**src/rtl/core/epw_pkg.sv**
```systemverilog
// Shared types and constants for the ellipse perimeter walker.
// No dependencies; used by ellipse_perimeter_walker.
package epw_pkg;

    localparam int HALF_W  = 10;
    localparam int COORD_W = 11;
    localparam int SQ_W    = 20;
    localparam int DEN_W   = 21;
    localparam int MCAND_W = 30;
    localparam int PROD_W  = 40;
    localparam int CNT_W   = 5;

    localparam logic [CNT_W-1:0] MUL_LAST  = CNT_W'(HALF_W - 1);
    localparam logic [CNT_W-1:0] DIV_LAST  = CNT_W'(SQ_W - 1);
    localparam logic [CNT_W-1:0] SQRT_LAST = CNT_W'(SQ_W / 2 - 1);

    localparam logic CFG_HALF_WIDTH  = 1'b0;
    localparam logic CFG_HALF_HEIGHT = 1'b1;

    typedef enum logic [3:0] {
        ST_IDLE,
        ST_POINT,
        ST_SQ1,
        ST_SQ2,
        ST_PREP,
        ST_MUL1,
        ST_MUL2,
        ST_DIV,
        ST_SQRT,
        ST_OUT
    } state_t;

    typedef enum logic [1:0] {
        JOB_BX,
        JOB_BY,
        JOB_ARC
    } job_t;

    typedef enum logic [2:0] {
        SEG_TOP,
        SEG_ARC1,
        SEG_ARC2,
        SEG_ARC3,
        SEG_ARC4,
        SEG_ARC5,
        SEG_DONE
    } seg_t;

endpackage

```
**src/rtl/core/ellipse_perimeter_walker.sv**
```systemverilog
// Ellipse perimeter walker: one perimeter point per request, clockwise from the top.
// Serial multiply, restoring divide and square root share one sequencer; uses epw_pkg.
// Top point, points past the half size and idle results skip the arithmetic; an arc point
// runs square, multiply, divide and root; a restart first computes the two breakpoints.
// One request at a time: in_stall is high from accept until ST_OUT hands the result on.
// Reset: no walk active, half sizes 1, request and config channels ready at once.
module ellipse_perimeter_walker (
    input  logic                               clk,
    input  logic                               rst_n,
    input  logic                               in_valid,
    output logic                               in_stall,
    input  logic                               restart,
    output logic                               out_valid,
    input  logic                               out_stall,
    output logic signed [epw_pkg::COORD_W-1:0] step_x,
    output logic signed [epw_pkg::COORD_W-1:0] step_y,
    output logic signed [epw_pkg::COORD_W-1:0] offset_x,
    output logic signed [epw_pkg::COORD_W-1:0] offset_y,
    output logic                               last_point,
    output logic                               idle,
    input  logic                               cfg_valid,
    output logic                               cfg_ready,
    input  logic                               cfg_index,
    input  logic [epw_pkg::HALF_W-1:0]         cfg_data
);

    epw_pkg::state_t state_reg, state_next;
    epw_pkg::job_t   job_reg, job_next;
    epw_pkg::seg_t   segment_reg, segment_next;
    logic [epw_pkg::CNT_W-1:0]  cnt_reg, cnt_next;

    logic signed [epw_pkg::COORD_W-1:0] coord_reg, coord_next;
    logic signed [epw_pkg::COORD_W-1:0] prev_x_reg, prev_x_next;
    logic signed [epw_pkg::COORD_W-1:0] prev_y_reg, prev_y_next;
    logic [epw_pkg::HALF_W-1:0] break_x_reg, break_x_next;
    logic [epw_pkg::HALF_W-1:0] break_y_reg, break_y_next;
    logic [epw_pkg::HALF_W-1:0] half_width_reg, half_width_next;
    logic [epw_pkg::HALF_W-1:0] half_height_reg, half_height_next;
    logic                       out_valid_reg, out_valid_next;

    logic [epw_pkg::PROD_W-1:0]  p_reg, p_next;
    logic [epw_pkg::MCAND_W-1:0] mcand_reg, mcand_next;
    logic [epw_pkg::HALF_W-1:0]  mplier_reg, mplier_next;
    logic [epw_pkg::SQ_W-1:0]    sq1_reg, sq1_next;
    logic [epw_pkg::SQ_W-1:0]    sq2_reg, sq2_next;
    logic [epw_pkg::DEN_W-1:0]   den_reg, den_next;
    logic [epw_pkg::DEN_W-1:0]   rem_reg, rem_next;
    logic [epw_pkg::SQ_W-1:0]    q_reg, q_next;
    logic [epw_pkg::HALF_W-1:0]  root_reg, root_next;
    logic [epw_pkg::HALF_W-1:0]  arc_reg, arc_next;

    logic signed [epw_pkg::COORD_W-1:0] step_x_reg, step_x_next;
    logic signed [epw_pkg::COORD_W-1:0] step_y_reg, step_y_next;
    logic signed [epw_pkg::COORD_W-1:0] offset_x_reg, offset_x_next;
    logic signed [epw_pkg::COORD_W-1:0] offset_y_reg, offset_y_next;
    logic                               last_reg, last_next;
    logic                               idle_reg, idle_next;

    logic [epw_pkg::HALF_W-1:0]  hx_eff, hy_eff;
    logic [epw_pkg::HALF_W-1:0]  arc_a, arc_b, arc_t;
    logic [epw_pkg::COORD_W-1:0] coord_abs;
    logic                        arc_skip;
    logic                        cnt_zero;
    logic                        out_free;
    logic [epw_pkg::HALF_W-1:0]  sq2_op;
    logic [epw_pkg::HALF_W-1:0]  mplier_sel;

    logic [epw_pkg::MCAND_W:0]   mul_sum;
    logic [epw_pkg::PROD_W-1:0]  mul_p;

    logic [epw_pkg::DEN_W:0]     div_t;
    logic [epw_pkg::DEN_W:0]     div_diff;
    logic                        div_ge;
    logic [epw_pkg::DEN_W-1:0]   div_rem;
    logic [epw_pkg::SQ_W-1:0]    div_q;

    logic [12:0]                 sq_r;
    logic [12:0]                 sq_trial;
    logic [12:0]                 sq_diff;
    logic                        sq_ge;
    logic [12:0]                 sq_rem;
    logic [epw_pkg::HALF_W-1:0]  sq_root;

    logic signed [epw_pkg::COORD_W-1:0] bx11, by11, arc11, px, py, pt_coord;
    epw_pkg::seg_t                      pt_seg;

    assign hx_eff = (half_width_reg == '0) ? epw_pkg::HALF_W'(1) : half_width_reg;
    assign hy_eff = (half_height_reg == '0) ? epw_pkg::HALF_W'(1) : half_height_reg;

    assign arc_a = (segment_reg == epw_pkg::SEG_ARC2 || segment_reg == epw_pkg::SEG_ARC4)
                   ? hy_eff : hx_eff;
    assign arc_b = (segment_reg == epw_pkg::SEG_ARC2 || segment_reg == epw_pkg::SEG_ARC4)
                   ? hx_eff : hy_eff;
    assign coord_abs = coord_reg[epw_pkg::COORD_W-1] ? (-coord_reg) : coord_reg;
    assign arc_t     = coord_abs[epw_pkg::HALF_W-1:0];
    assign arc_skip  = (segment_reg == epw_pkg::SEG_DONE) || (segment_reg == epw_pkg::SEG_TOP)
                       || (coord_abs >= {1'b0, arc_a});

    assign cnt_zero = (cnt_reg == '0);
    assign out_free = !out_valid_reg || !out_stall;
    assign sq2_op   = (job_reg == epw_pkg::JOB_ARC) ? arc_t : hy_eff;
    assign mplier_sel = (job_reg == epw_pkg::JOB_BX) ? hx_eff :
                        (job_reg == epw_pkg::JOB_BY) ? hy_eff : arc_b;

    // LSB-first shift-add multiply, one multiplier bit per cycle
    assign mul_sum = {1'b0, p_reg[epw_pkg::PROD_W-1:epw_pkg::HALF_W]}
                     + (p_reg[0] ? {1'b0, mcand_reg} : '0);
    assign mul_p   = {mul_sum, p_reg[epw_pkg::HALF_W-1:1]};

    // restoring divide, one quotient bit per cycle
    assign div_t    = {rem_reg, q_reg[epw_pkg::SQ_W-1]};
    assign div_diff = div_t - {1'b0, den_reg};
    assign div_ge   = (div_t >= {1'b0, den_reg});
    assign div_rem  = div_ge ? div_diff[epw_pkg::DEN_W-1:0] : div_t[epw_pkg::DEN_W-1:0];
    assign div_q    = {q_reg[epw_pkg::SQ_W-2:0], div_ge};

    // square root, one root bit per cycle
    assign sq_r     = {rem_reg[10:0], q_reg[epw_pkg::SQ_W-1:epw_pkg::SQ_W-2]};
    assign sq_trial = {1'b0, root_reg, 2'b01};
    assign sq_ge    = (sq_r >= sq_trial);
    assign sq_diff  = sq_r - sq_trial;
    assign sq_rem   = sq_ge ? sq_diff : sq_r;
    assign sq_root  = {root_reg[epw_pkg::HALF_W-2:0], sq_ge};

    assign bx11  = signed'({1'b0, break_x_reg});
    assign by11  = signed'({1'b0, break_y_reg});
    assign arc11 = signed'({1'b0, arc_reg});

    always_comb
    begin
        px       = '0;
        py       = '0;
        pt_seg   = segment_reg;
        pt_coord = coord_reg;
        unique case (segment_reg)
            epw_pkg::SEG_TOP:
            begin
                py = -signed'({1'b0, hy_eff});
                if (break_x_reg != '0)
                begin
                    pt_seg   = epw_pkg::SEG_ARC1;
                    pt_coord = 11'sd1;
                end
                else
                begin
                    pt_seg   = epw_pkg::SEG_ARC2;
                    pt_coord = -by11;
                end
            end
            epw_pkg::SEG_ARC1:
            begin
                px = coord_reg;
                py = -arc11;
                if (coord_reg < bx11)
                begin
                    pt_coord = coord_reg + 11'sd1;
                end
                else
                begin
                    pt_seg   = epw_pkg::SEG_ARC2;
                    pt_coord = -by11;
                end
            end
            epw_pkg::SEG_ARC2:
            begin
                px = arc11;
                py = coord_reg;
                if (coord_reg < by11)
                begin
                    pt_coord = coord_reg + 11'sd1;
                end
                else
                begin
                    pt_seg   = epw_pkg::SEG_ARC3;
                    pt_coord = bx11;
                end
            end
            epw_pkg::SEG_ARC3:
            begin
                px = coord_reg;
                py = arc11;
                if (coord_reg > -bx11)
                begin
                    pt_coord = coord_reg - 11'sd1;
                end
                else
                begin
                    pt_seg   = epw_pkg::SEG_ARC4;
                    pt_coord = by11;
                end
            end
            epw_pkg::SEG_ARC4:
            begin
                px = -arc11;
                py = coord_reg;
                if (coord_reg > -by11)
                begin
                    pt_coord = coord_reg - 11'sd1;
                end
                else if (break_x_reg != '0)
                begin
                    pt_seg   = epw_pkg::SEG_ARC5;
                    pt_coord = -bx11;
                end
                else
                begin
                    pt_seg   = epw_pkg::SEG_DONE;
                    pt_coord = '0;
                end
            end
            epw_pkg::SEG_ARC5:
            begin
                px = coord_reg;
                py = -arc11;
                if (coord_reg < -11'sd1)
                begin
                    pt_coord = coord_reg + 11'sd1;
                end
                else
                begin
                    pt_seg   = epw_pkg::SEG_DONE;
                    pt_coord = '0;
                end
            end
            default:
            begin
                pt_seg   = segment_reg;
                pt_coord = coord_reg;
            end
        endcase
    end

    // next state
    always_comb
    begin
        state_next = state_reg;
        unique case (state_reg)
            epw_pkg::ST_IDLE:
            begin
                if (in_valid)
                begin
                    state_next = restart ? epw_pkg::ST_SQ1 : epw_pkg::ST_POINT;
                end
            end
            epw_pkg::ST_POINT:
            begin
                state_next = arc_skip ? epw_pkg::ST_OUT : epw_pkg::ST_SQ1;
            end
            epw_pkg::ST_SQ1:
            begin
                if (cnt_zero)
                begin
                    state_next = epw_pkg::ST_SQ2;
                end
            end
            epw_pkg::ST_SQ2:
            begin
                if (cnt_zero)
                begin
                    state_next = epw_pkg::ST_PREP;
                end
            end
            epw_pkg::ST_PREP:
            begin
                state_next = epw_pkg::ST_MUL1;
            end
            epw_pkg::ST_MUL1:
            begin
                if (cnt_zero)
                begin
                    state_next = epw_pkg::ST_MUL2;
                end
            end
            epw_pkg::ST_MUL2:
            begin
                if (cnt_zero)
                begin
                    state_next = epw_pkg::ST_DIV;
                end
            end
            epw_pkg::ST_DIV:
            begin
                if (cnt_zero)
                begin
                    state_next = epw_pkg::ST_SQRT;
                end
            end
            epw_pkg::ST_SQRT:
            begin
                if (cnt_zero)
                begin
                    priority if (job_reg == epw_pkg::JOB_BX)
                    begin
                        state_next = epw_pkg::ST_PREP;
                    end
                    else if (job_reg == epw_pkg::JOB_BY)
                    begin
                        state_next = epw_pkg::ST_POINT;
                    end
                    else
                    begin
                        state_next = epw_pkg::ST_OUT;
                    end
                end
            end
            epw_pkg::ST_OUT:
            begin
                if (out_free)
                begin
                    state_next = epw_pkg::ST_IDLE;
                end
            end
            default:
            begin
                state_next = epw_pkg::ST_IDLE;
            end
        endcase
    end

    // datapath and outputs
    always_comb
    begin
        job_next         = job_reg;
        segment_next     = segment_reg;
        cnt_next         = cnt_reg;
        coord_next       = coord_reg;
        prev_x_next      = prev_x_reg;
        prev_y_next      = prev_y_reg;
        break_x_next     = break_x_reg;
        break_y_next     = break_y_reg;
        half_width_next  = half_width_reg;
        half_height_next = half_height_reg;
        out_valid_next   = out_valid_reg && out_stall;
        p_next           = p_reg;
        mcand_next       = mcand_reg;
        mplier_next      = mplier_reg;
        sq1_next         = sq1_reg;
        sq2_next         = sq2_reg;
        den_next         = den_reg;
        rem_next         = rem_reg;
        q_next           = q_reg;
        root_next        = root_reg;
        arc_next         = arc_reg;
        step_x_next      = step_x_reg;
        step_y_next      = step_y_reg;
        offset_x_next    = offset_x_reg;
        offset_y_next    = offset_y_reg;
        last_next        = last_reg;
        idle_next        = idle_reg;

        if (cfg_valid && cfg_ready)
        begin
            unique case (cfg_index)
                epw_pkg::CFG_HALF_WIDTH:  half_width_next  = cfg_data;
                epw_pkg::CFG_HALF_HEIGHT: half_height_next = cfg_data;
            endcase
        end

        unique case (state_reg)
            epw_pkg::ST_IDLE:
            begin
                if (in_valid && restart)
                begin
                    job_next   = epw_pkg::JOB_BX;
                    p_next     = {{(epw_pkg::PROD_W-epw_pkg::HALF_W){1'b0}}, hx_eff};
                    mcand_next = {{(epw_pkg::MCAND_W-epw_pkg::HALF_W){1'b0}}, hx_eff};
                    cnt_next   = epw_pkg::MUL_LAST;
                end
            end
            epw_pkg::ST_POINT:
            begin
                arc_next   = '0;
                job_next   = epw_pkg::JOB_ARC;
                p_next     = {{(epw_pkg::PROD_W-epw_pkg::HALF_W){1'b0}}, arc_a};
                mcand_next = {{(epw_pkg::MCAND_W-epw_pkg::HALF_W){1'b0}}, arc_a};
                cnt_next   = epw_pkg::MUL_LAST;
            end
            epw_pkg::ST_SQ1:
            begin
                p_next   = mul_p;
                cnt_next = cnt_reg - 1'b1;
                if (cnt_zero)
                begin
                    sq1_next   = mul_p[epw_pkg::SQ_W-1:0];
                    p_next     = {{(epw_pkg::PROD_W-epw_pkg::HALF_W){1'b0}}, sq2_op};
                    mcand_next = {{(epw_pkg::MCAND_W-epw_pkg::HALF_W){1'b0}}, sq2_op};
                    cnt_next   = epw_pkg::MUL_LAST;
                end
            end
            epw_pkg::ST_SQ2:
            begin
                p_next   = mul_p;
                cnt_next = cnt_reg - 1'b1;
                if (cnt_zero)
                begin
                    sq2_next = mul_p[epw_pkg::SQ_W-1:0];
                end
            end
            epw_pkg::ST_PREP:
            begin
                mplier_next = mplier_sel;
                p_next      = {{(epw_pkg::PROD_W-epw_pkg::HALF_W){1'b0}}, mplier_sel};
                cnt_next    = epw_pkg::MUL_LAST;
                priority if (job_reg == epw_pkg::JOB_BX)
                begin
                    den_next   = {1'b0, sq1_reg} + {1'b0, sq2_reg};
                    mcand_next = {{(epw_pkg::MCAND_W-epw_pkg::SQ_W){1'b0}}, sq1_reg};
                end
                else if (job_reg == epw_pkg::JOB_BY)
                begin
                    den_next   = {1'b0, sq1_reg} + {1'b0, sq2_reg};
                    mcand_next = {{(epw_pkg::MCAND_W-epw_pkg::SQ_W){1'b0}}, sq2_reg};
                end
                else
                begin
                    den_next   = {1'b0, sq1_reg};
                    mcand_next = {{(epw_pkg::MCAND_W-epw_pkg::SQ_W){1'b0}}, sq1_reg - sq2_reg};
                end
            end
            epw_pkg::ST_MUL1:
            begin
                p_next   = mul_p;
                cnt_next = cnt_reg - 1'b1;
                if (cnt_zero)
                begin
                    mcand_next = mul_p[epw_pkg::MCAND_W-1:0];
                    p_next     = {{(epw_pkg::PROD_W-epw_pkg::HALF_W){1'b0}}, mplier_reg};
                    cnt_next   = epw_pkg::MUL_LAST;
                end
            end
            epw_pkg::ST_MUL2:
            begin
                p_next   = mul_p;
                cnt_next = cnt_reg - 1'b1;
                if (cnt_zero)
                begin
                    rem_next = {1'b0, mul_p[epw_pkg::PROD_W-1:epw_pkg::SQ_W]};
                    q_next   = mul_p[epw_pkg::SQ_W-1:0];
                    cnt_next = epw_pkg::DIV_LAST;
                end
            end
            epw_pkg::ST_DIV:
            begin
                rem_next = div_rem;
                q_next   = div_q;
                cnt_next = cnt_reg - 1'b1;
                if (cnt_zero)
                begin
                    rem_next  = '0;
                    root_next = '0;
                    cnt_next  = epw_pkg::SQRT_LAST;
                end
            end
            epw_pkg::ST_SQRT:
            begin
                rem_next  = {{(epw_pkg::DEN_W-13){1'b0}}, sq_rem};
                q_next    = {q_reg[epw_pkg::SQ_W-3:0], 2'b00};
                root_next = sq_root;
                cnt_next  = cnt_reg - 1'b1;
                if (cnt_zero)
                begin
                    priority if (job_reg == epw_pkg::JOB_BX)
                    begin
                        break_x_next = sq_root;
                        job_next     = epw_pkg::JOB_BY;
                    end
                    else if (job_reg == epw_pkg::JOB_BY)
                    begin
                        break_y_next = sq_root;
                        segment_next = epw_pkg::SEG_TOP;
                        coord_next   = '0;
                        prev_x_next  = '0;
                        prev_y_next  = '0;
                    end
                    else
                    begin
                        arc_next = sq_root;
                    end
                end
            end
            epw_pkg::ST_OUT:
            begin
                if (out_free)
                begin
                    out_valid_next = 1'b1;
                    if (segment_reg == epw_pkg::SEG_DONE)
                    begin
                        step_x_next   = '0;
                        step_y_next   = '0;
                        offset_x_next = '0;
                        offset_y_next = '0;
                        last_next     = 1'b0;
                        idle_next     = 1'b1;
                    end
                    else
                    begin
                        step_x_next   = px - prev_x_reg;
                        step_y_next   = py - prev_y_reg;
                        offset_x_next = px;
                        offset_y_next = py;
                        last_next     = (pt_seg == epw_pkg::SEG_DONE);
                        idle_next     = 1'b0;
                        prev_x_next   = px;
                        prev_y_next   = py;
                        segment_next  = pt_seg;
                        coord_next    = pt_coord;
                    end
                end
            end
            default:
            begin
                cnt_next = '0;
            end
        endcase
    end

    always_ff @(posedge clk or negedge rst_n)
    begin
        if (!rst_n)
        begin
            state_reg       <= epw_pkg::ST_IDLE;
            job_reg         <= epw_pkg::JOB_ARC;
            segment_reg     <= epw_pkg::SEG_DONE;
            cnt_reg         <= '0;
            coord_reg       <= '0;
            prev_x_reg      <= '0;
            prev_y_reg      <= '0;
            break_x_reg     <= '0;
            break_y_reg     <= '0;
            half_width_reg  <= epw_pkg::HALF_W'(1);
            half_height_reg <= epw_pkg::HALF_W'(1);
            out_valid_reg   <= 1'b0;
        end
        else
        begin
            state_reg       <= state_next;
            job_reg         <= job_next;
            segment_reg     <= segment_next;
            cnt_reg         <= cnt_next;
            coord_reg       <= coord_next;
            prev_x_reg      <= prev_x_next;
            prev_y_reg      <= prev_y_next;
            break_x_reg     <= break_x_next;
            break_y_reg     <= break_y_next;
            half_width_reg  <= half_width_next;
            half_height_reg <= half_height_next;
            out_valid_reg   <= out_valid_next;
        end
    end

    always_ff @(posedge clk)
    begin
        p_reg        <= p_next;
        mcand_reg    <= mcand_next;
        mplier_reg   <= mplier_next;
        sq1_reg      <= sq1_next;
        sq2_reg      <= sq2_next;
        den_reg      <= den_next;
        rem_reg      <= rem_next;
        q_reg        <= q_next;
        root_reg     <= root_next;
        arc_reg      <= arc_next;
        step_x_reg   <= step_x_next;
        step_y_reg   <= step_y_next;
        offset_x_reg <= offset_x_next;
        offset_y_reg <= offset_y_next;
        last_reg     <= last_next;
        idle_reg     <= idle_next;
    end

    assign in_stall   = (state_reg != epw_pkg::ST_IDLE);
    assign cfg_ready  = 1'b1;
    assign out_valid  = out_valid_reg;
    assign step_x     = step_x_reg;
    assign step_y     = step_y_reg;
    assign offset_x   = offset_x_reg;
    assign offset_y   = offset_y_reg;
    assign last_point = last_reg;
    assign idle       = idle_reg;

endmodule

```
**config.mk**
```make
export PLATFORM = sky130hd
export DESIGN_NAME = ellipse_perimeter_walker
export DESIGN_NICKNAME = d
export VERILOG_FILES = /design/src/rtl/core/epw_pkg.sv /design/src/rtl/core/ellipse_perimeter_walker.sv
export SDC_FILE = /design/constraint.sdc
export NUM_CORES = 1
export LEC_CHECK = 0
export BUFFER_PORTS_ARGS = -buffer_cell sky130_fd_sc_hd__buf_2
export CAP_MARGIN = 20
export CELL_PAD_IN_SITES_DETAIL_PLACEMENT = 1
export CELL_PAD_IN_SITES_GLOBAL_PLACEMENT = 1
export CORE_ASPECT_RATIO = 1.1
export CORE_MARGIN = 1.5
export CORE_UTILIZATION = 45
export CTS_CLUSTER_SIZE = 25
export DETAILED_ROUTE_END_ITERATION = 16
export GPL_TIMING_DRIVEN = 0
export PLACE_DENSITY = 0.84
export SYNTH_ARGS = -nofsm -noshare
export SYNTH_HDL_FRONTEND = slang
export SYNTH_SLANG_ARGS = --single-unit
```
**constraint.sdc**
```tcl
create_clock -name clk -period 6.7 [get_ports clk]
set_clock_uncertainty 0.2 [all_clocks]
set_input_delay 0 -clock clk [delete_from_list [all_inputs] [get_ports clk]]
set_output_delay 0 -clock clk [all_outputs]
set_load 0.05 [all_outputs]
```
**Word-level counts from Yosys, hierarchy flattened**

Cells that the tools add are included.

- Register bits after elaboration: 336
- Input port bits: 17
- Logic and storage cells: 228

- Add/sub/neg operators: 15
- Order comparisons: 8
- Equal/unequal tests: 33
- Muxes and demuxes: 94
- Bitwise gates (word level): 3
- Reduce and logical (&&, ||, !) cells: 47

Operators with widths:

| kind | number |
|---|---|
| 40-bit one-hot mux with 6 select lines | 1 |
| 11-bit two-way mux | 17 |
| 30-bit one-hot mux with 5 select lines | 1 |
| 30-bit two-way mux | 4 |
| 40-bit two-way mux | 3 |
| 10-bit two-way mux | 11 |
| 21-bit two-way mux | 5 |
| 11-bit one-hot mux with 2 select lines | 3 |
| 11-bit one-hot mux with 6 select lines | 1 |
| 21-bit one-hot mux with 3 select lines | 1 |
| 20-bit two-way mux | 3 |
| 20-bit one-hot mux with 3 select lines | 1 |
| 4-bit two-way mux | 11 |
| 10-bit negator with 11-bit output | 4 |
| 11-bit one-hot mux with 4 select lines | 1 |
| 10-bit one-hot mux with 2 select lines | 2 |
| 4-bit one-hot mux with 10 select lines | 1 |
| 11-bit one-hot mux with 3 select lines | 1 |
| 30-bit by 30-bit adder with 31-bit output | 1 |
| 3-bit two-way mux | 10 |
| 5-bit one-hot mux with 6 select lines | 1 |
| 2-bit inequality test, second input constant | 14 |
| 22-bit by 21-bit greater-or-equal comparator with 1-bit output | 1 |
| 11-bit greater-than comparator | 2 |
| 53 further kinds | 100 |

**Longest topological paths before layout**

Gate-level depths: netlist of the first run.

- Word-level depth: 7
- Gate-level depth with buffers: 21
- Gate-level depth less buffers: 21

**Least setup slack after synthesis of the first run**

No wires, ideal clock.

- Kind: reg-to-reg
- Start: register cnt_reg[0] (netlist name)
- End: register q_reg[0] (netlist name), enable pin
- Setup time: 553 ps
- Arrival time: 5499 ps
- Required time: 5947 ps
- Path slack: 448 ps
- Stages on the path, launching flop included: 8
- Period minus slack after synthesis: 6252 ps
- Cells stage by stage: dfrtp_1 > inv_1 > ha_1 > nand2b_1 > nor3_1 > clkbuf_1 > nor2_1 > o41ai_1

- Word-level cells in the longest chain between the ends: 3

Ends and longest elaborated chain:

| item | line | text |
|---|---|---|
| from (decl) | ellipse_perimeter_walker.sv:30 | `logic [epw_pkg::CNT_W-1:0] cnt_reg, cnt_next;` |
| from (signal assigned) | ellipse_perimeter_walker.sv:539 | `cnt_reg <= cnt_next;` |
| 5-bit zero test | ellipse_perimeter_walker.sv:99 | `assign cnt_zero = (cnt_reg == '0);` |
| 2-bit inequality test (no line) | n/a |  |
| 2-bit AND reduction (no line) | n/a |  |
| to (signal assigned) | ellipse_perimeter_walker.sv:560 | `q_reg <= q_next;` |
| to (decl) | ellipse_perimeter_walker.sv:48 | `logic [epw_pkg::SQ_W-1:0] q_reg, q_next;` |

Every way passes these cells.
A chain may end at the register's enable or synchronous reset.

**Final worst setup path of the first run**

- Start: register segment_reg[1]
- End: register step_y_reg (netlist bit step_y[10]) (data pin)

- Word-level cells in the longest chain between the ends: 4
- Elaborated cells on any way between the ends: 11
- Classes of those cells: 1 x add/sub; 6 x eq/ne; 1 x mux; 3 x reduce/logical

Ends and longest elaborated chain:

| item | line | text |
|---|---|---|
| from (decl) | ellipse_perimeter_walker.sv:29 | `epw_pkg::seg_t segment_reg, segment_next;` |
| from (signal assigned) | ellipse_perimeter_walker.sv:523 | `segment_reg <= epw_pkg::SEG_DONE;` |
| from (signal assigned) | ellipse_perimeter_walker.sv:538 | `segment_reg <= segment_next;` |
| 3-bit == test (tied with other cells) | ellipse_perimeter_walker.sv:135 | `unique case (segment_reg)` |
| 2-bit OR reduction (no line) | n/a |  |
| 11-bit one-hot mux with 4 select lines | ellipse_perimeter_walker.sv:135 |  |
| 11-bit subtractor | ellipse_perimeter_walker.sv:498 | `step_y_next = py - prev_y_reg;` |
| to (signal assigned) | ellipse_perimeter_walker.sv:564 | `step_y_reg <= step_y_next;` |
| to (decl) | ellipse_perimeter_walker.sv:53 | `logic signed [epw_pkg::COORD_W-1:0] step_y_reg, step_y_next;` |

Parallel ways exist; a longest one is shown, timed or not.

==> metrics.md, run 1 <==
| Metric | Value |
|---|---|
| Final setup violation count | 0 |
| Synthesized area | 0.0240 mm^2 |
| Io pins | 66 |
| Worst-Margin Slew | 1150 ps |
| Highest routed layer | met5 |
| Sw frac | 0.484 |
| Cells after Synth | 2586 |
| Final TNS setup | 0 ps |
| Total track usage | 0.352 |
| Slew Limit Fails | 0 |
| Slowest-stage cell, CP | clkbuf_1 |
| Post-route minimum period | 5830 ps |
| Area delta synth->final | 12.0% |
| Pre-CTS setup slack | 1250 ps |
| Commonest non-fill, non-tap cells in the layout | 248 x edfxtp_1, 233 x nor2_1, 228 x nand2_1 |
| Number of global-route vias before repair | 23.1k |
| Max FFs per register | 40 |
| CTS sink count | 336 |
| Nets | 2934 |
| Yosys reg bits | 336 |
| Max-cap violations | 0 |
| Crit-path max cell delay | 540 ps |
| Worst path required time | 6800 ps |
| Startpoint Class | flop |
| Pin count of the biggest net entering global routing | 62 |
| DRT met1 WL | 34500 um |
| Period utilisation layout | 0.871 |
| Post-DP HPWL | 73400 um |
| Via-to-Cell Ratio | 6.45 |
| Worst setup margin | 866 ps |
| Internal power | 7.09 mW |
| Sequence of cells on the critical path | buf_2, clkbuf_1, buf_1, clkbuf_1, o21ai_0, o21ai_0, ha_1, inv_1, fa_1, a21o_1, a21oi_1, o21ai_0, a21oi_1, o21ai_0, a21o_1, a21oi_1, xnor2_1, nor2_1 |
| Setup CP Type | flop to flop |
| Family with the most delay on the worst path | compound AO/OA/AOI/OAI gates |
| Root Buffer Master | clkbuf_16 |
| Routed length on met2 | 46100 um |
| TritonCTS clock tree | yes |
| Setup crit end kind | flop |
| Sequential share of the synthesized area | 0.402 |
| Placeable Area | 0.0526 mm^2 |
| P_sw | 6.66 mW |
| H-Tree Depth | 2 |
| Cell Pwr Density | 511 mW/mm^2 |
| Most common cell after layout, fill and taps aside | edfxtp_1 |
| Drt drc | 0 |
| Cts bufs inserted | 39 |
| Post-CTS Resized | 0 |
| Post-CTS setup buffers | 0 |
| Worst skew pair latency | 580 ps |
| Cts hold-fix bufs | 22 |
| 1st-pass router iterations | 5 |
| Synth cell types | 98 |
| Row count | 88 |
| Die height | 245 um |
| Syn avg cell area | 9.30 um^2 |
| Worst IR Drop VDD | 0.000382 V |
| Crit path top cell by count | o21ai_0 |
| Fmax | 0.171 GHz |
| Layout cell share with drive strength beyond 1 | 0.0943 |
| Buf/Inv on CP | 5 |
| Clk buf depth | 3 |
| Met3 wire len | 7060 um |
| DR iter-0 viols | 1858 |
| Final hold violations | 0 |
| Gp weighted congestion | 0.975 |
| Leakage power | 10.9 nW |
| First-pass GRT wire length | 145000 um |
| Post-Syn Nets | 2789 |
| Most used DFF post-synth | edfxtp_1 |
| Die Span X | 223 um |
| Yosys warns | 0 |
| WL final | 97200 um |
| Drt wl/cell | 28.3 um |
| Ys async rst share | 0.262 |
| Routed Antenna Nets | 0 |
| Seq pwr share | 0.269 |
| Die area | 0.0548 mm^2 |
| EDFF count, synth | 248 |
| Port Buf Inserts | 64 |
| GRT overflow | 0 |
| Hold Path Class | primary input to flop |
| Power share of the combinational group | 0.576 |
| Clk network pwr share | 0.155 |
| Via count | 22.2k |
| Initial Utilization | 0.457 |
| RSZ-0062 raised after global routing | false |
| Status | completed |
| Normalized max-slew margin | 0.230 |
| CP max FO | 10 |
| Clock-pin slew on the worst setup and hold paths | 60 ps |
| Antenna violations before repair | 6 |
| Crit path arrival time | 5930 ps |
-- routing by layer --
metal  up-vias  global-route usage
li1       9763                   -
met2      1102               0.597
met3       408              0.0704
met4         8               0.298
met5         -             0.00986
met1     10900               0.378
-- power groups by stage --
stage,clock (mW),combinational [mW],sequential (mW)
5_1_grt,2.20,8.46,3.72
3_5_place_dp,0,7.57,3.69
3_3_place_gp,0,7.16,3.73
4_1_cts,2.14,7.70,3.66
6_report,2.13,7.92,3.70
2_1_floorplan,0,5.08,3.49
-- synthesized netlist by cell type (all sizes together) (6+ instances only) --
| cell type | instances | area [um^2] |
|---|---|---|
| mux2 | 37 | 417 |
| nand4 | 14 | 87.6 |
| nor3b | 10 | 80.1 |
| o22ai | 45 | 282 |
| o221ai | 15 | 131 |
| nor3 | 64 | 330 |
| buf | 52 | 268 |
| and2 | 40 | 250 |
| mux2i | 60 | 601 |
| clkbuf | 74 | 278 |
| nor2b | 36 | 225 |
| a31oi | 35 | 238 |
| ha | 180 | 2250 |
| a221oi | 17 | 149 |
| inv | 174 | 653 |
| nor2 | 236 | 893 |
| a211oi | 22 | 175 |
| o21bai | 9 | 67.6 |
| dfrtp | 83 | 2080 |
| nand2 | 230 | 868 |
| or2 | 8 | 50.1 |
| edfxtp | 248 | 7450 |
| o31ai | 14 | 105 |
| or3 | 13 | 86.3 |
| and3 | 17 | 106 |
| a21boi | 6 | 45.0 |
| a221o | 8 | 80.1 |
| o211ai | 16 | 134 |
| xnor2 | 95 | 832 |
| a21oi | 179 | 903 |
| a31o | 6 | 52.6 |
| xor2 | 38 | 333 |
| o21ai | 184 | 940 |
| nand2b | 34 | 220 |
| a22o | 18 | 158 |
| o22a | 9 | 78.8 |
| nand3 | 38 | 190 |
| a211o | 7 | 61.3 |
| nor4 | 12 | 81.3 |
| a21o | 54 | 407 |
| o21a | 23 | 173 |
| a2111oi | 9 | 86.3 |
| fa | 6 | 120 |
| a22oi | 43 | 323 |
-- area by class of cell --
class,instances,area (um^2)
Fill cell,6072,25700
Multi-Input combinational cell,1946,13200
Sequential cell,336,9660
Clock buffer,48,1030
Tap cell,675,845
Timing Repair Buffer,104,783
Inverter,178,668
Buffer,126,547
Clock inverter,20,179
Antenna cell,4,10.0
-- cell families after synthesis --
kind of cell / count (synthesis) / share of synthesized area
and+or+nand+nor: 767 / 0.150
DFF: 336 / 0.402
xor gates and xnor gates: 133 / 0.0485
adders and majority gates: 186 / 0.0987
muxes: 97 / 0.0423
buffers and inverters: 304 / 0.0505
AOI/OAI and AO/OA: 762 / 0.209
other: 1 / 0.000156
-- through the flow --
stage / instance area, um^2 / util / instances / total power, mW / hold slack (ps)
2_1_floorplan: 24000 / - / 2586 / 8.57 / -496
3_3_place_gp: 25200 / 0.479 / 3325 / 10.9 / 50.9
3_5_place_dp: 25500 / 0.484 / 3343 / 11.3 / -241
4_1_cts: 26900 / 0.511 / 3433 / 13.5 / 14.0
5_1_grt: 26900 / 0.511 / 3435 / 14.4 / 48.1
6_report: 26900 / 0.511 / 3437 / 13.7 / 38.2
-- final timing paths --
kind | slack, ps | endpoint | from | cells after the start
worst max-delay path | 870 | step_y[10] | segment_reg[1] | 18
worst min-delay path | 40 | half_height_reg[5] | cfg_data[5] | 3
worst max register to register | 870 | step_y[10] | segment_reg[1] | 18
worst min register to register | 290 | prev_y_reg[1] | prev_y_reg[1] | 2
max in group asynchronous | 5510 | job_reg[1] | rst_n | 4
min in group asynchronous | 370 | prev_x_reg[8] | rst_n | 4
-- worst min-delay path: cells and delay by family --
| kind | cells | cell delay (ps) |
|---|---|---|
| buffers and inverters | 2 | 640 |
| multiplexers | 1 | 140 |
Note: power is estimated with default switching activity, not from simulation.
==> inputs of run 2 (changes only) <==
Settings changed: CORE_MARGIN 1.5 to 1.
==> metrics.md, run 2 (synthesis results as in run 1) <==
| Metric | Value |
|---|---|
| Number of global-route vias before repair | 23.1k |
| Pin count of the biggest net entering global routing | 63 |
| Gp weighted congestion | 0.985 |
| Die area | 0.0544 mm^2 |
| Crit path arrival time | 5690 ps |
| 1st-pass router iterations | 5 |
| First-pass GRT wire length | 143000 um |
| Area delta synth->final | 12.3% |
| Port Buf Inserts | 64 |
| RSZ-0062 raised after global routing | false |
| Sequence of cells on the critical path | buf_2, clkbuf_1, buf_1, clkbuf_1, o21ai_0, o21ai_0, ha_1, inv_1, fa_1, a21o_1, a21oi_1, o21ai_0, a21oi_1, o21ai_0, a21o_1, a21oi_1, xnor2_1, nor2_1 |
| WL final | 95500 um |
| Final TNS setup | 0 ps |
| Worst skew pair latency | 600 ps |
| CTS sink count | 336 |
| DR iter-0 viols | 1950 |
| Cts bufs inserted | 40 |
| Most common cell after layout, fill and taps aside | edfxtp_1 |
| Post-CTS setup buffers | 0 |
| Setup CP Type | flop to flop |
| Fmax | 0.179 GHz |
| Die height | 244 um |
| Crit path top cell by count | o21ai_0 |
| Die Span X | 222 um |
| Post-route minimum period | 5580 ps |
| Commonest non-fill, non-tap cells in the layout | 248 x edfxtp_1, 233 x nor2_1, 228 x nand2_1 |
| Drt drc | 0 |
| Routed Antenna Nets | 0 |
| Antenna violations before repair | 3 |
| Worst IR Drop VDD | 0.000333 V |
| Period utilisation layout | 0.833 |
| Via count | 22.0k |
| Slowest-stage cell, CP | clkbuf_1 |
| Cts hold-fix bufs | 22 |
| Placeable Area | 0.0526 mm^2 |
| Total track usage | 0.349 |
| Leakage power | 11.0 nW |
| Post-DP HPWL | 73200 um |
| Setup crit end kind | flop |
| Final hold violations | 0 |
| Crit-path max cell delay | 570 ps |
| Nets | 2935 |
| H-Tree Depth | 2 |
| Max-cap violations | 0 |
| Hold Path Class | primary input to flop |
| Worst-Margin Slew | 1100 ps |
| Clock-pin slew on the worst setup and hold paths | 60 ps |
| Worst path required time | 6820 ps |
| Family with the most delay on the worst path | compound AO/OA/AOI/OAI gates |
| Clk buf depth | 3 |
| GRT overflow | 0 |
| Slew Limit Fails | 0 |
| Layout cell share with drive strength beyond 1 | 0.0955 |
| CP max FO | 10 |
| Max FFs per register | 40 |
| TritonCTS clock tree | yes |
| Post-CTS Resized | 0 |
| Io pins | 66 |
| Initial Utilization | 0.457 |
| Buf/Inv on CP | 5 |
| Filler cells | 6027 |
| Root Buffer Master | clkbuf_16 |
| Drt wl/cell | 27.8 um |
| Final setup violation count | 0 |
| Normalized max-slew margin | 0.261 |
| Row count | 88 |
| Startpoint Class | flop |
| Cell Pwr Density | 512 mW/mm^2 |
| Pre-CTS setup slack | 1240 ps |
| Via-to-Cell Ratio | 6.38 |
| Worst setup margin | 1120 ps |
| Status | completed |
[run 2: through the flow]
step / cell area [um^2] / util / total power, mW / hold WS, ps / std cells
6_report: 27000 / 0.513 / 13.8 / 40.8 / 3440
5_1_grt: 27000 / 0.513 / 14.4 / 44.4 / 3440
4_1_cts: 27000 / 0.513 / 13.6 / 6.55 / 3439
3_5_place_dp: 25500 / 0.484 / 11.2 / -258 / 3343
3_3_place_gp: 25200 / 0.479 / 10.8 / 53.5 / 3325
2_1_floorplan: 24000 / - / 8.57 / -496 / 2586
[run 2: layer usage]
layer | track usage | vias up | share of wire
met2 | 0.598 | 941 | 0.48
met5 | 0 | - | 0.00013
met3 | 0.0580 | 356 | 0.065
met1 | 0.378 | 10900 | 0.36
li1 | - | 9733 | -
met4 | 0.291 | 2 | 0.093
[run 2: worst paths after layout]
| path | start | endpoint | slack [ps] | cells after the start |
|---|---|---|---|---|
| worst max-delay path | segment_reg[1] | step_y[10] | 1120 | 18 |
| min in group asynchronous | rst_n | prev_x_reg[4] | 270 | 4 |
| max in group asynchronous | rst_n | job_reg[1] | 5600 | 4 |
| worst min register to register | prev_y_reg[1] | prev_y_reg[1] | 290 | 2 |
| worst min-delay path | cfg_data[0] | half_width_reg[0] | 40 | 3 |
| worst max register to register | segment_reg[1] | step_y[10] | 1120 | 18 |
[run 2: final cells by class]
| type | count | area [um^2] | area share |
|---|---|---|---|
| antenna | 1 | 2.50 | 0.0000927 |
| buffer | 126 | 547 | 0.0203 |
| clock buffer | 59 | 1130 | 0.0420 |
| clock inverter | 15 | 165 | 0.00612 |
| inverter | 178 | 668 | 0.0248 |
| multi-input combinational | 1946 | 13200 | 0.489 |
| sequential | 336 | 9660 | 0.358 |
| tap | 675 | 845 | 0.0313 |
| timing repair buffer | 104 | 776 | 0.0287 |
[run 2: worst reg2reg max path, delay by kind of cell (launching register included)]
kind            cells  cell delay, ps
simple gates        1              60
flops               1             510
compound gates      9            1930
fa+ha+maj           2             710
xor+xnor            1             140
buf+inv             5            1770
[run 2: power breakdown]
| group | switching, mW | internal (mW) |
|---|---|---|
| logic | 5.15 | 2.71 |
| clock network | 0.972 | 1.30 |
| registers | 0.509 | 3.18 |
| total | 6.63 | 7.19 |
